[src/rtl/core/lca_pkg.sv]
// ----------------------------------------------------------------------------
// lca_pkg
// Shared types and constants of the binary-lifting lowest common ancestor unit.
// ----------------------------------------------------------------------------
package lca_pkg;

	localparam int NODE_W     = 10;
	localparam int NODES_DEF  = 1024;
	localparam int LEVELS_DEF = 10;

	typedef enum logic {
		FN_INSERT = 1'b0,
		FN_QUERY  = 1'b1
	} func_t;

	typedef enum logic [1:0] {
		CMP_LT,
		CMP_GE,
		CMP_EQ,
		CMP_NE
	} cmp_op_t;

	typedef enum logic [3:0] {
		S_IDLE,
		S_INS,
		S_QDEP,
		S_QORD,
		S_QPRE,
		S_QUP,
		S_QCHK,
		S_QLIFT,
		S_QFIN,
		S_DONE
	} state_t;

	typedef struct packed {
		logic lift_we;
		logic depth_we;
	} tbl_wr_t;

endpackage

[src/rtl/core/lca_if.sv]
// ----------------------------------------------------------------------------
// lca_if
// Valid/ready channels for requests into and answers out of the LCA unit.
// ----------------------------------------------------------------------------
interface lca_req_if import lca_pkg::*; ();
	logic              valid;
	logic              ready;
	logic              func;
	logic [NODE_W-1:0] node_a;
	logic [NODE_W-1:0] node_b;

	modport source (output valid, func, node_a, node_b, input ready);
	modport sink   (input valid, func, node_a, node_b, output ready);
endinterface

interface lca_rsp_if import lca_pkg::*; ();
	logic              valid;
	logic              ready;
	logic [NODE_W-1:0] ancestor;

	modport source (output valid, ancestor, input ready);
	modport sink   (input valid, ancestor, output ready);
endinterface

[src/rtl/core/lca_cmp.sv]
// ----------------------------------------------------------------------------
// lca_cmp
// Shared unsigned comparator used by the sequencer's insert and query walks.
// ----------------------------------------------------------------------------
module lca_cmp import lca_pkg::*; #(
	parameter int W = NODE_W
) (
	input  cmp_op_t      op,
	input  logic [W-1:0] a,
	input  logic [W-1:0] b,
	output logic         res
);

	always_comb begin
		unique case (op)
			CMP_LT:  res = (a < b);
			CMP_GE:  res = (a >= b);
			CMP_EQ:  res = (a == b);
			CMP_NE:  res = (a != b);
			default: res = 1'b0;
		endcase
	end

endmodule

[src/rtl/core/lca_seq.sv]
// ----------------------------------------------------------------------------
// lca_seq
// Sequencer for inserts and queries: walks the tables one level per cycle
// and drives the shared comparator and the answer register.
// ----------------------------------------------------------------------------
module lca_seq import lca_pkg::*; #(
	parameter int NODES  = NODES_DEF,
	parameter int LEVELS = LEVELS_DEF
) (
	input  logic                       clk,
	input  logic                       arst_n,
	lca_req_if.sink                    req,
	lca_rsp_if.source                  rsp,
	output tbl_wr_t                    wr,
	output logic [NODE_W-1:0]          wr_node,
	output logic [$clog2(LEVELS)-1:0]  lift_wr_lvl,
	output logic [NODE_W-1:0]          lift_wr_data,
	output logic [$clog2(NODES)-1:0]   depth_wr_data,
	output logic [NODE_W-1:0]          lift_ra_node,
	output logic [$clog2(LEVELS)-1:0]  lift_ra_lvl,
	output logic [NODE_W-1:0]          lift_rb_node,
	output logic [$clog2(LEVELS)-1:0]  lift_rb_lvl,
	output logic [NODE_W-1:0]          depth_ra_node,
	output logic [NODE_W-1:0]          depth_rb_node,
	input  logic [NODE_W-1:0]          lift_ra_data,
	input  logic [NODE_W-1:0]          lift_rb_data,
	input  logic [$clog2(NODES)-1:0]   depth_ra_data,
	input  logic [$clog2(NODES)-1:0]   depth_rb_data
);

	localparam int LW = $clog2(LEVELS);
	localparam int DW = $clog2(NODES);
	localparam int CW = (DW > NODE_W) ? DW : NODE_W;
	localparam logic [LW-1:0] LTOP = LW'(LEVELS - 1);

	state_t            state_q, state_d;
	logic [LW-1:0]     k_q;
	logic [NODE_W-1:0] x_q, y_q, up_q, res_q;
	logic [DW-1:0]     dx_q;
	logic              rsp_valid_q;
	logic [NODE_W-1:0] rsp_anc_q;

	cmp_op_t           cmp_op;
	logic [CW-1:0]     cmp_a, cmp_b;
	logic              cmp_res;

	logic              accept, slot_free, bad_a, bad_b;
	logic [LW-1:0]     lvl_dec, lvl_dec2;
	logic [NODE_W-1:0] ins_cur, ydeep, ynew, up_next, xn, yn;
	logic [DW-1:0]     dep_inc;

	lca_cmp #(.W(CW)) u_cmp (
		.op  (cmp_op),
		.a   (cmp_a),
		.b   (cmp_b),
		.res (cmp_res)
	);

	assign accept    = req.valid && req.ready;
	assign slot_free = !rsp_valid_q || rsp.ready;
	assign bad_a     = (32'(req.node_a) >= NODES) || (req.node_a == '0);
	assign bad_b     = (32'(req.node_b) >= NODES);
	assign lvl_dec   = (k_q == '0) ? '0 : k_q - LW'(1);
	assign lvl_dec2  = (32'(k_q) < 2) ? '0 : k_q - LW'(2);

	// Comparator operand selection.
	always_comb begin
		cmp_op = CMP_EQ;
		cmp_a  = '0;
		cmp_b  = '0;
		unique case (state_q)
			S_INS: begin
				cmp_op = CMP_LT;
				cmp_a  = CW'(depth_ra_data);
				cmp_b  = CW'(NODES - 1);
			end
			S_QORD: begin
				// Swap when the first node is the deeper one.
				cmp_op = CMP_LT;
				cmp_a  = CW'(depth_rb_data);
				cmp_b  = CW'(depth_ra_data);
			end
			S_QUP: begin
				cmp_op = CMP_GE;
				cmp_a  = CW'(depth_ra_data);
				cmp_b  = CW'(dx_q);
			end
			S_QCHK: begin
				cmp_op = CMP_EQ;
				cmp_a  = CW'(x_q);
				cmp_b  = CW'(y_q);
			end
			S_QLIFT: begin
				cmp_op = CMP_NE;
				cmp_a  = CW'(lift_ra_data);
				cmp_b  = CW'(lift_rb_data);
			end
			default: begin
				cmp_op = CMP_EQ;
			end
		endcase
	end

	// Next state.
	always_comb begin
		state_d = state_q;
		unique case (state_q)
			S_IDLE: begin
				if (accept) begin
					if (req.func == FN_INSERT) begin
						state_d = (bad_a || bad_b) ? S_IDLE : S_INS;
					end else begin
						state_d = (bad_a || bad_b || req.node_b == '0) ? S_DONE : S_QDEP;
					end
				end
			end
			S_INS:   state_d = (k_q == LTOP) ? S_IDLE : S_INS;
			S_QDEP:  state_d = S_QORD;
			S_QORD:  state_d = S_QPRE;
			S_QPRE:  state_d = S_QUP;
			S_QUP:   state_d = (k_q == '0) ? S_QCHK : S_QUP;
			S_QCHK:  state_d = cmp_res ? S_DONE : S_QLIFT;
			S_QLIFT: state_d = (k_q == '0) ? S_QFIN : S_QLIFT;
			S_QFIN:  state_d = S_DONE;
			S_DONE:  state_d = slot_free ? S_IDLE : S_DONE;
			default: state_d = S_IDLE;
		endcase
	end

	// Table ports and per-step datapath values.
	always_comb begin
		req.ready     = 1'b0;
		wr            = '0;
		wr_node       = x_q;
		lift_wr_lvl   = k_q;
		ins_cur       = (k_q == '0) ? y_q : lift_ra_data;
		lift_wr_data  = ins_cur;
		dep_inc       = cmp_res ? depth_ra_data + DW'(1) : depth_ra_data;
		depth_wr_data = dep_inc;
		lift_ra_node  = '0;
		lift_ra_lvl   = '0;
		lift_rb_node  = '0;
		lift_rb_lvl   = '0;
		depth_ra_node = '0;
		depth_rb_node = '0;
		ydeep         = cmp_res ? x_q : y_q;
		ynew          = cmp_res ? up_q : y_q;
		up_next       = cmp_res ? lift_ra_data : lift_rb_data;
		xn            = cmp_res ? lift_ra_data : x_q;
		yn            = cmp_res ? lift_rb_data : y_q;
		unique case (state_q)
			S_IDLE: begin
				req.ready = 1'b1;
			end
			S_INS: begin
				// Entry k of the new row is written while the row it names is
				// read at level k, which yields entry k+1 in the next cycle.
				wr.lift_we    = 1'b1;
				wr.depth_we   = (k_q == LW'(1));
				lift_ra_node  = ins_cur;
				lift_ra_lvl   = k_q;
				depth_ra_node = y_q;
			end
			S_QDEP: begin
				depth_ra_node = x_q;
				depth_rb_node = y_q;
			end
			S_QORD: begin
				lift_ra_node = ydeep;
				lift_ra_lvl  = LTOP;
			end
			S_QPRE: begin
				depth_ra_node = lift_ra_data;
				lift_ra_node  = lift_ra_data;
				lift_ra_lvl   = lvl_dec;
				lift_rb_node  = y_q;
				lift_rb_lvl   = lvl_dec;
			end
			S_QUP: begin
				// Both outcomes of this level's jump are fetched ahead, so the
				// depth test of one level overlaps the reads of the next.
				depth_ra_node = up_next;
				lift_ra_node  = up_next;
				lift_ra_lvl   = lvl_dec2;
				lift_rb_node  = ynew;
				lift_rb_lvl   = lvl_dec2;
			end
			S_QCHK: begin
				lift_ra_node = x_q;
				lift_ra_lvl  = LTOP;
				lift_rb_node = y_q;
				lift_rb_lvl  = LTOP;
			end
			S_QLIFT: begin
				lift_ra_node = xn;
				lift_ra_lvl  = lvl_dec;
				lift_rb_node = yn;
				lift_rb_lvl  = lvl_dec;
			end
			default: begin
				req.ready = 1'b0;
			end
		endcase
	end

	always_ff @(posedge clk or negedge arst_n) begin
		if (!arst_n) begin
			state_q     <= S_IDLE;
			k_q         <= '0;
			rsp_valid_q <= 1'b0;
		end else begin
			state_q <= state_d;
			if (state_q == S_DONE && slot_free) begin
				rsp_valid_q <= 1'b1;
			end else if (rsp.ready) begin
				rsp_valid_q <= 1'b0;
			end
			unique case (state_q)
				S_IDLE:  k_q <= '0;
				S_INS:   k_q <= (k_q == LTOP) ? '0 : k_q + LW'(1);
				S_QORD:  k_q <= LTOP;
				S_QCHK:  k_q <= LTOP;
				S_QUP:   k_q <= lvl_dec;
				S_QLIFT: k_q <= lvl_dec;
				default: k_q <= k_q;
			endcase
		end
	end

	always_ff @(posedge clk) begin
		if (state_q == S_DONE && slot_free) begin
			rsp_anc_q <= res_q;
		end
		unique case (state_q)
			S_IDLE: begin
				if (accept) begin
					x_q   <= req.node_a;
					y_q   <= req.node_b;
					res_q <= '0;
				end
			end
			S_QORD: begin
				if (cmp_res) begin
					x_q <= y_q;
					y_q <= x_q;
				end
				dx_q <= cmp_res ? depth_rb_data : depth_ra_data;
			end
			S_QPRE: begin
				up_q <= lift_ra_data;
			end
			S_QUP: begin
				y_q  <= ynew;
				up_q <= up_next;
			end
			S_QCHK: begin
				res_q <= x_q;
			end
			S_QLIFT: begin
				x_q <= xn;
				y_q <= yn;
			end
			S_QFIN: begin
				res_q <= lift_ra_data;
			end
			default: begin
				res_q <= res_q;
			end
		endcase
	end

	assign rsp.valid    = rsp_valid_q;
	assign rsp.ancestor = rsp_anc_q;

	a_level_range: assert property (@(posedge clk) disable iff (!arst_n)
		32'(k_q) < LEVELS)
		else $error("level counter beyond the table depth");

	a_fin_done: assert property (@(posedge clk) disable iff (!arst_n)
		state_q == S_QFIN |=> state_q == S_DONE)
		else $error("final read not followed by the answer step");

	a_chk_next: assert property (@(posedge clk) disable iff (!arst_n)
		state_q == S_QCHK |=> state_q == S_DONE || (state_q == S_QLIFT && k_q == LTOP))
		else $error("common lift did not start from the top level");

	a_answer_load: assert property (@(posedge clk) disable iff (!arst_n)
		state_q == S_DONE && slot_free |=> rsp.valid && rsp.ancestor == $past(res_q))
		else $error("answer register not loaded from the result");

endmodule

[src/flat_wrapper.sv]
// flat-port wrapper written by rule: the top's interface ports become plain ports
module lca_seq_flat import lca_pkg::*;
#(
	parameter int NODES  = NODES_DEF,
	parameter int LEVELS = LEVELS_DEF
)
  (clk, arst_n, wr, wr_node, lift_wr_lvl, lift_wr_data, depth_wr_data, lift_ra_node, lift_ra_lvl, lift_rb_node, lift_rb_lvl, depth_ra_node, depth_rb_node, lift_ra_data, lift_rb_data, depth_ra_data, depth_rb_data, req_valid, req_func, req_node_a, req_node_b, req_ready, rsp_valid, rsp_ancestor, rsp_ready);
  lca_req_if req_i ();
  lca_rsp_if rsp_i ();
  input  logic clk;
  input  logic arst_n;
  output tbl_wr_t wr;
  output logic [NODE_W-1:0] wr_node;
  output logic [$clog2(LEVELS)-1:0] lift_wr_lvl;
  output logic [NODE_W-1:0] lift_wr_data;
  output logic [$clog2(NODES)-1:0] depth_wr_data;
  output logic [NODE_W-1:0] lift_ra_node;
  output logic [$clog2(LEVELS)-1:0] lift_ra_lvl;
  output logic [NODE_W-1:0] lift_rb_node;
  output logic [$clog2(LEVELS)-1:0] lift_rb_lvl;
  output logic [NODE_W-1:0] depth_ra_node;
  output logic [NODE_W-1:0] depth_rb_node;
  input  logic [NODE_W-1:0] lift_ra_data;
  input  logic [NODE_W-1:0] lift_rb_data;
  input  logic [$clog2(NODES)-1:0] depth_ra_data;
  input  logic [$clog2(NODES)-1:0] depth_rb_data;
  input wire logic [$bits(req_i.valid)-1:0] req_valid;
  input wire logic [$bits(req_i.func)-1:0] req_func;
  input wire logic [$bits(req_i.node_a)-1:0] req_node_a;
  input wire logic [$bits(req_i.node_b)-1:0] req_node_b;
  output wire logic [$bits(req_i.ready)-1:0] req_ready;
  output wire logic [$bits(rsp_i.valid)-1:0] rsp_valid;
  output wire logic [$bits(rsp_i.ancestor)-1:0] rsp_ancestor;
  input wire logic [$bits(rsp_i.ready)-1:0] rsp_ready;
  assign req_i.valid = req_valid;
  assign req_i.func = req_func;
  assign req_i.node_a = req_node_a;
  assign req_i.node_b = req_node_b;
  assign req_ready = req_i.ready;
  assign rsp_valid = rsp_i.valid;
  assign rsp_ancestor = rsp_i.ancestor;
  assign rsp_i.ready = rsp_ready;
  lca_seq #(.NODES(NODES), .LEVELS(LEVELS)) u_core (.clk(clk), .arst_n(arst_n), .req(req_i), .rsp(rsp_i), .wr(wr), .wr_node(wr_node), .lift_wr_lvl(lift_wr_lvl), .lift_wr_data(lift_wr_data), .depth_wr_data(depth_wr_data), .lift_ra_node(lift_ra_node), .lift_ra_lvl(lift_ra_lvl), .lift_rb_node(lift_rb_node), .lift_rb_lvl(lift_rb_lvl), .depth_ra_node(depth_ra_node), .depth_rb_node(depth_rb_node), .lift_ra_data(lift_ra_data), .lift_rb_data(lift_rb_data), .depth_ra_data(depth_ra_data), .depth_rb_data(depth_rb_data));
endmodule
[config.mk]
export PLATFORM = sky130hd
export DESIGN_NAME = lca_seq_flat
export DESIGN_NICKNAME = d
export VERILOG_FILES = /design/src/rtl/core/lca_pkg.sv /design/src/rtl/core/lca_if.sv /design/src/rtl/core/lca_cmp.sv /design/src/rtl/core/lca_seq.sv /design/src/flat_wrapper.sv
export SDC_FILE = /design/constraint.sdc
export NUM_CORES = 1
export LEC_CHECK = 0
export ABC_AREA = 1
export ABC_CLOCK_PERIOD_IN_PS = 11650
export BUFFER_PORTS_ARGS = -buffer_cell sky130_fd_sc_hd__buf_2
export CAP_MARGIN = 25
export CORE_MARGIN = 1
export CORE_UTILIZATION = 40
export DETAILED_ROUTE_END_ITERATION = 12
export PLACE_DENSITY = 0.68
export SYNTH_ARGS = -nofsm -noshare
export SYNTH_HDL_FRONTEND = slang
export SYNTH_SLANG_ARGS = --single-unit
[constraint.sdc]
create_clock -name clk -period 11.65 [get_ports clk]
set_input_delay 3.495 -clock clk [delete_from_list [all_inputs] [get_ports clk]]
set_output_delay 3.495 -clock clk [all_outputs]
set_load 0.01 [all_outputs]
==> results of run 1 <==
-- cell usage after synthesis, types with 2 or more instances --
cell / n
nand2_1: 302
inv_1: 111
nor2_1: 97
nand3_1: 72
o21ai_0: 63
edfxtp_1: 60
clkbuf_1: 21
a21oi_1: 17
ha_1: 17
o211ai_1: 14
o22ai_1: 14
buf_2: 12
o2111ai_1: 11
dfrtp_1: 9
xor2_1: 9
nand4_1: 8
a31oi_1: 6
nor4_1: 6
or2_1: 6
a221oi_1: 5
buf_6: 4
inv_2: 4
nor3_1: 4
o221ai_1: 4
a211oi_1: 3
a2111oi_0: 2
a22oi_1: 2
buf_1: 2
buf_4: 2
nand2_2: 2
nor2_2: 2
nor2_4: 2
o21ai_2: 2
-- logic make-up after synthesis --
family | synth area share [%]
flops | 34.1
buf+inv | 10.8
fa+ha+maj | 3.58
xor+xnor | 1.47
simple gates | 34.9
compound gates | 15.1
-- per-layer routing --
layer  vias up  part of all wire [%]
met4         0                   2.8
met2       519                    43
met1      3159                    41
li1       3265                     -
met5         -                     0
met3        56                    13
-- critical path: stages --
cell       delay [ns]
buf_2            0.11
inv_1            0.18
nor2_1           0.08
a2111oi_0        0.39
ha_1             0.32
nand2_1          0.07
nor2_1           0.06
nand3_1          0.15
nand4_1          0.11
nand2_1          0.08
nand2_2          0.42
nand2_4          0.19
buf_4            0.47
nand2_1          0.18
nand3_1          0.13
nand2_1          0.07
nor2_1           0.09
nand2_1          0.09
buf_2            0.15
-- per-stage QoR --
stage / worst slack, ns / total power [mW]
floorplan: 2.63 / 1.54
finish: 1.29 / 2.38
global route: 0.966 / 2.55
CTS: 1.37 / 2.34
global placement: 1.44 / 2.00
detailed placement: 1.36 / 2.02
-- sequential cells by signal (all words and copies together), names as in the netlist --
name / cells
u_core.state_q: 4
u_core.lift_wr_lvl: 4
u_core.res_q: 10
u_core.y_q: 10
u_core.up_q: 10
u_core.dx_q: 10
u_core.wr_node: 10
u_core.rsp.valid: 1
u_core.rsp.ancestor: 10
-- final timing paths --
check / depth (start not counted) / slack, ns / from / endpoint
worst max-delay path: 19 / 1.29 / depth_ra_data[3] / lift_ra_node[6]
worst min-delay path: 0 / 0.42 / u_core.res_q[2] / u_core.rsp.ancestor[2]
worst max register to register: 18 / 6.16 / u_core.state_q[1] / u_core.wr_node[2]
worst min register to register: 0 / 0.42 / u_core.res_q[2] / u_core.rsp.ancestor[2]
max in group asynchronous: 1 / 8.45 / arst_n / u_core.rsp.valid
min in group asynchronous: 1 / 3.01 / arst_n / u_core.lift_wr_lvl[2]
-- final cells by class --
cell class / instances / area [µm²]
Multi-Input combinational cell: 677 / 3280
Clock inverter: 4 / 95.1
Tap cell: 184 / 230
Sequential cell: 69 / 2030
Fill cell: 1508 / 7360
Clock buffer: 12 / 246
Timing Repair Buffer: 167 / 857
Inverter: 116 / 435
-- power groups by stage --
stage,clock network [mW],logic (mW),registers [mW]
2_1_floorplan,0,1.07,0.476
3_3_place_gp,0,1.51,0.490
3_5_place_dp,0,1.53,0.490
4_1_cts,0.325,1.53,0.485
5_1_grt,0.332,1.72,0.501
6_report,0.327,1.56,0.490
==> impl_results.md, run 1 <==
* Most frequent cells in the layout: nand2_1 (302), buf_2 (160), inv_1 (111)
* Final setup TNS at 0 ns
* CTS sink cnt at 69
* I/O Pins at between 150 and 200
* Worst hold path class: reg -> reg
* DR iter-0 viols at between 1k and 1.5k
* Synth top area cells: edfxtp_1 (30%), nand2_1 (19%), inv_1 (7.0%)
* Post-synthesis cell type count at a little over 40
* Worst VDD drop at 0.000223 V
* Max Fclk at 96.6 MHz
* Most used routing layer: met2
* DR vias/cell at 5.69
* Clk Latency, worst-skew pair at between 0.3 and 0.4 ns
* Commonest non-fill, non-tap cell in the layout: nand2_1
* H-tree depth at 3
* Yosys reg bits at a little under 70
* Clock power frac at 13.8%
* Final setup vio count at 0
* Post-Layout Cell Count at roughly 1.2k
* DR vias at approximately 7.0k
* Share of layout cells above drive strength 1 at between 10% and 20%
* Clk_skew at 0.00873 ns
* Switch share at a little over half
* Final estimated routing congestion in global placement at around 0.96
* Antenna viol nets, final at 0
* Core ar. at approximately 15,000 µm²
* Routing usage on met2 at 44.4%
* Port bufs at 160
* Internal power at approximately 1.1 mW
* Met1 GRT Util at 42.2%
* Mapped Area at between 5000 and 6000 µm²
* Max-cap viol count at 0
* Final core utilization at roughly 49%
* CP Data Arrival Time at between 6 and 7 ns
* Outcome: complete, no violations
* Post-synth EDFFs at 60
* Antenna Cells at 0
* Post-synthesis sequential area ratio at approximately a third
* Mapped Nets at slightly below 1k
* Final wirelength at between 20,000 and 25,000 µm
* RSZ-0062 raised after global routing: false
* Sequential share of power at between 20% and 30%
* P_sw at about 1.3 mW
* Vias in the first global route at between 6k and 7k
* Startpoint Class: input pin
* DP HPWL at about 16,000 µm
* Final critical-path required period at ~10 ns
* Die area at approximately 15,000 µm²
* Post-CTS sizing at 0
* P per Cell Area at between 300 and 400 nW/µm²
* Finished Cell Area at 7170 µm²
* Buffer count from post-CTS setup fixing at 0
* Drt drc at 0
* WHS at between 0.4 and 0.5 ns
* Std-Cell Rows at 44
* Chip width at roughly 120 µm
* TritonCTS buffer count at 9
* Tot GR Track Use at 29.4%
* Placed Area at between 6000 and 7000 µm²
* CP Data Required Time at 8.16 ns
* Ys Warns at 0
* Die height at about 120 µm
* Largest net degree at the start of global routing at 55
* First-pass GRT wire length at about 33,000 µm
* Share of the synthesized area in the top cell type at between 30% and 40%
* Clock buffer depth at 2
* Hold bufs inserted after CTS at 0
* Critical Path Sink Type: output pin
* Clk root buf: clkbuf_16
* Synth async-reset ratio at between 10% and 20%
* Wire per inst at approximately 18 µm
* Max FO, Critical Path at between 50 and 60
* Remaining Overflow, GRT at 0
* CTS tree: built
* Worst-path clk slew at 0.06 ns
* Syn Inst Count at between 900 and 1k
* Worst-Margin Slew at 0.887 ns
* 1st-pass router iterations at 6
* Combinational share of power at between 60 and 70%
* Synth Flop Type: edfxtp_1
* Initial antenna violation count at 0
* Crit Path Category: in -> out
* Fin. Hold Viols at 0
* Initial Utilization at roughly two fifths
* Rel. slew slack at 40.7%
* Final Cycle Share at 88.9%
* Synth area leader: edfxtp_1
* Placed Cells at 1,213
* Pleak at 3.71 nW
* Layout area overhead at 20.7%
* Avg Cell Area, Syn at ~6.6 µm²
* Max-slew violation count at 0
* Final-stage net count at roughly 1.1k
* GR Util met3 at under 10%
(Power assumes the default switching activity.)
==> inputs of run 2 (changes only) <==
--- a/config.mk
+++ b/config.mk
@@ -5,7 +5,6 @@
 export SDC_FILE = /design/constraint.sdc
 export NUM_CORES = 1
 export LEC_CHECK = 0
-export ABC_AREA = 1
 export ABC_CLOCK_PERIOD_IN_PS = 11650
 export BUFFER_PORTS_ARGS = -buffer_cell sky130_fd_sc_hd__buf_2
 export CAP_MARGIN = 25
==> impl_results.md, run 2 <==
* Remaining Overflow, GRT at 0
* Wire per inst at approximately 24 µm
* Worst-path clk slew at roughly 0.06 ns
* CTS sink cnt at 69
* Internal power at roughly 1.2 mW
* Clk Latency, worst-skew pair at between 0.3 and 0.4 ns
* Clk_skew at between 0.007 and 0.008 ns
* CP endpoint: lift_ra_node[6]
* Port bufs at between 150 and 200
* First-pass GRT wire length at between 30,000 and 40,000 µm
* Layout area overhead at 21.8%
* Chip width at between 100 and 150 µm
* Startpoint Class: input pin
* Tot GR Track Use at ~30%
* RSZ-0062 raised after global routing: false
* Post-synth EDFFs at 60
* Antenna viol nets, final at 0
* Reg-to-reg critical path startpoint: u_core.state_q[1]
* CTS tree: built
* Outcome: complete, no violations
* Fin. Hold Viols at 0
* Yosys reg bits at 69
* Final wirelength at 22,300 µm
* Synth Flop Type: edfxtp_1
* R2R depth at 14
* Rel. slew slack at ~27%
* Hold bufs inserted after CTS at 0
* Std-Cell Rows at 43
* Vias in the first global route at ~5.6k
* P_sw at 1.25 mW
* Critical path origin: lift_ra_data[5]
* Critical Path Sink Type: output pin
* CP Data Required Time at approximately 8.2 ns
* Buffer count from post-CTS setup fixing at 0
* Pleak at around 3.0 nW
* Largest net degree at the start of global routing at a little under 50
* Post-Synth Adder-Cell Area at roughly 3.8%
* Final setup vio count at 0
* Synth area leader: edfxtp_1
* Post-synthesis xor/xnor area fraction at 1.70%
* Final-stage net count at about 840
* Worst VDD drop at approximately 0.0002 V
* Reg2Reg Setup Slack at between 5 and 6 ns
* Simple-Gate Fraction of Synth Area at ~17%
* Reg-to-Reg End: u_core.wr_node[3]
* Clock buffer depth at 2
* Max FO, Critical Path at 48
* Post-Layout Cell Count at around 940
* Most frequent cells in the layout: buf_2 (160), nand2_1 (94), edfxtp_1 (60)
* Mapped Nets at ~700
* Synth top area cells: edfxtp_1 (32%), nand2_1 (6.2%), a22o_1 (5.6%)
* Commonest non-fill, non-tap cell in the layout: buf_2
* DP HPWL at around 16,000 µm
* Die area at ~15,000 µm²
* I/O Pins at ~160
* Antenna Cells at 0
* Drt drc at 0
* CP Data Arrival Time at between 7 and 8 ns
* Post-synthesis cell type count at 64
* Post-CTS sizing at 0
* Switch share at between 50% and 60%
* Synth Area in Compound Gates at 27.5%
* Ys Warns at 0
* Synth async-reset ratio at a little over an eighth
* DR vias/cell at 6.57
* Share of the synthesized area in the top cell type at 31.8%
* Avg Cell Area, Syn at 9.12 µm²
* Placed Cells at roughly 920
* Most common cell in the netlist: nand2_1
* Final estimated routing congestion in global placement at roughly 0.95
* Initial Utilization at roughly 41%
* Share of layout cells above drive strength 1 at 29.8%
* DR iter-0 viols at approximately 920
* Final Cycle Share at between 90% and 100%
* P per Cell Area at approximately 360 nW/µm²
* Post-synthesis sequential area ratio at a little over a third
* Mapped Area at between 5000 and 6000 µm²
* Final core utilization at about half
* Final critical-path required period at between 10 and 15 ns
* FILL cells at between 1k and 1.5k
* Max Fclk at 94.9 MHz
* Max-cap viol count at 0
* Core ar. at roughly 14,000 µm²
* Sequential share of power at 22.6%
* Setup ws final at 1.11 ns
* Combinational share of power at 64.9%
* Synth top cells by count: nand2_1 (94), edfxtp_1 (60), nor2_1 (40)
* Worst-Margin Slew at about 1.1 ns
* Syn Inst Count at around 620
* H-tree depth at 3
* DR vias at ~6.2k
* Place WS at about 1.1 ns
* Area occupied by multi-input gates at 3380 µm²
* Main combinational cell family by area after synthesis: compound AO/OA/AOI/OAI gates
* Die height at about 120 µm
* Initial antenna violation count at 0
* Crit Path Category: in -> out
* Max-slew violation count at 0
* Final setup TNS at 0 ns
* TritonCTS buffer count at 9
* Reg area at between 2000 and 2500 µm²
* Clk root buf: clkbuf_16
* Clock power frac at 12.5%
* Multiplexer area fraction after synthesis at under 10%
* 1st-pass router iterations at 10
* Worst hold path class: reg -> reg
-- run 2: through the flow --
step	power (mW)	cell area, µm²	hold WS, ns
after floorplan	1.63	5670	0.400
after global placement	2.09	6560	0.401
after detailed placement	2.12	6560	0.405
after CTS	2.43	6890	0.415
after global routing	2.60	6910	0.417
final	2.47	6910	0.417
-- run 2: cells by family (layout without fill, tap and decap cells) --
logic type | count (synthesis) | count (layout)
compound gates | 208 | 208
xor+xnor | 11 | 11
mux | 48 | 48
buf+inv | 62 | 202
fa+ha+maj | 17 | 17
flops | 69 | 69
simple gates | 207 | 207
-- run 2: critical path: stages --
cell,delay (ns)
buf_2,0.16
a22o_1,0.23
a221o_1,0.27
ha_1,0.34
a21oi_1,0.20
o21ai_1,0.14
a2111oi_4,0.58
mux2_4,0.71
mux2i_1,0.22
or4b_1,0.52
buf_2,0.16
-- run 2: worst min-delay path by stage --
| stage | from | to | slack (ns) | depth (start not counted) |
|---|---|---|---|---|
| 2_1_floorplan | u_core.res_q[0] | u_core.rsp.ancestor[0] | 0.40 | 0 |
| 3_3_place_gp | u_core.res_q[4] | u_core.rsp.ancestor[4] | 0.40 | 0 |
| 3_5_place_dp | u_core.res_q[4] | u_core.rsp.ancestor[4] | 0.40 | 0 |
| 4_1_cts | u_core.res_q[4] | u_core.rsp.ancestor[4] | 0.42 | 0 |
| 5_1_grt | u_core.res_q[4] | u_core.rsp.ancestor[4] | 0.42 | 0 |
| 6_report | u_core.res_q[4] | u_core.rsp.ancestor[4] | 0.42 | 0 |
-- run 2: final cells by class --
cell class,count,area share [%]
Inverter,14,0.761
Sequential cell,69,29.3
Timing Repair Buffer,172,12.9
Tap cell,180,3.26
Clock buffer,10,3.46
Multi-Input combinational cell,491,48.9
Clock inverter,6,1.36
-- run 2: routing by layer --
layer,track usage (%),part of all wire (%)
met4,14.0,4.5
met3,9.02,13
met5,0,0
met2,44.3,43
met1,39.7,39
-- run 2: power groups by stage --
stage | clock (mW) | sequential (mW) | combinational, mW
after floorplan | 0 | 0.473 | 1.16
after global placement | 0 | 0.549 | 1.55
after detailed placement | 0 | 0.552 | 1.56
after CTS | 0.312 | 0.548 | 1.57
after global routing | 0.323 | 0.563 | 1.72
final | 0.310 | 0.560 | 1.61
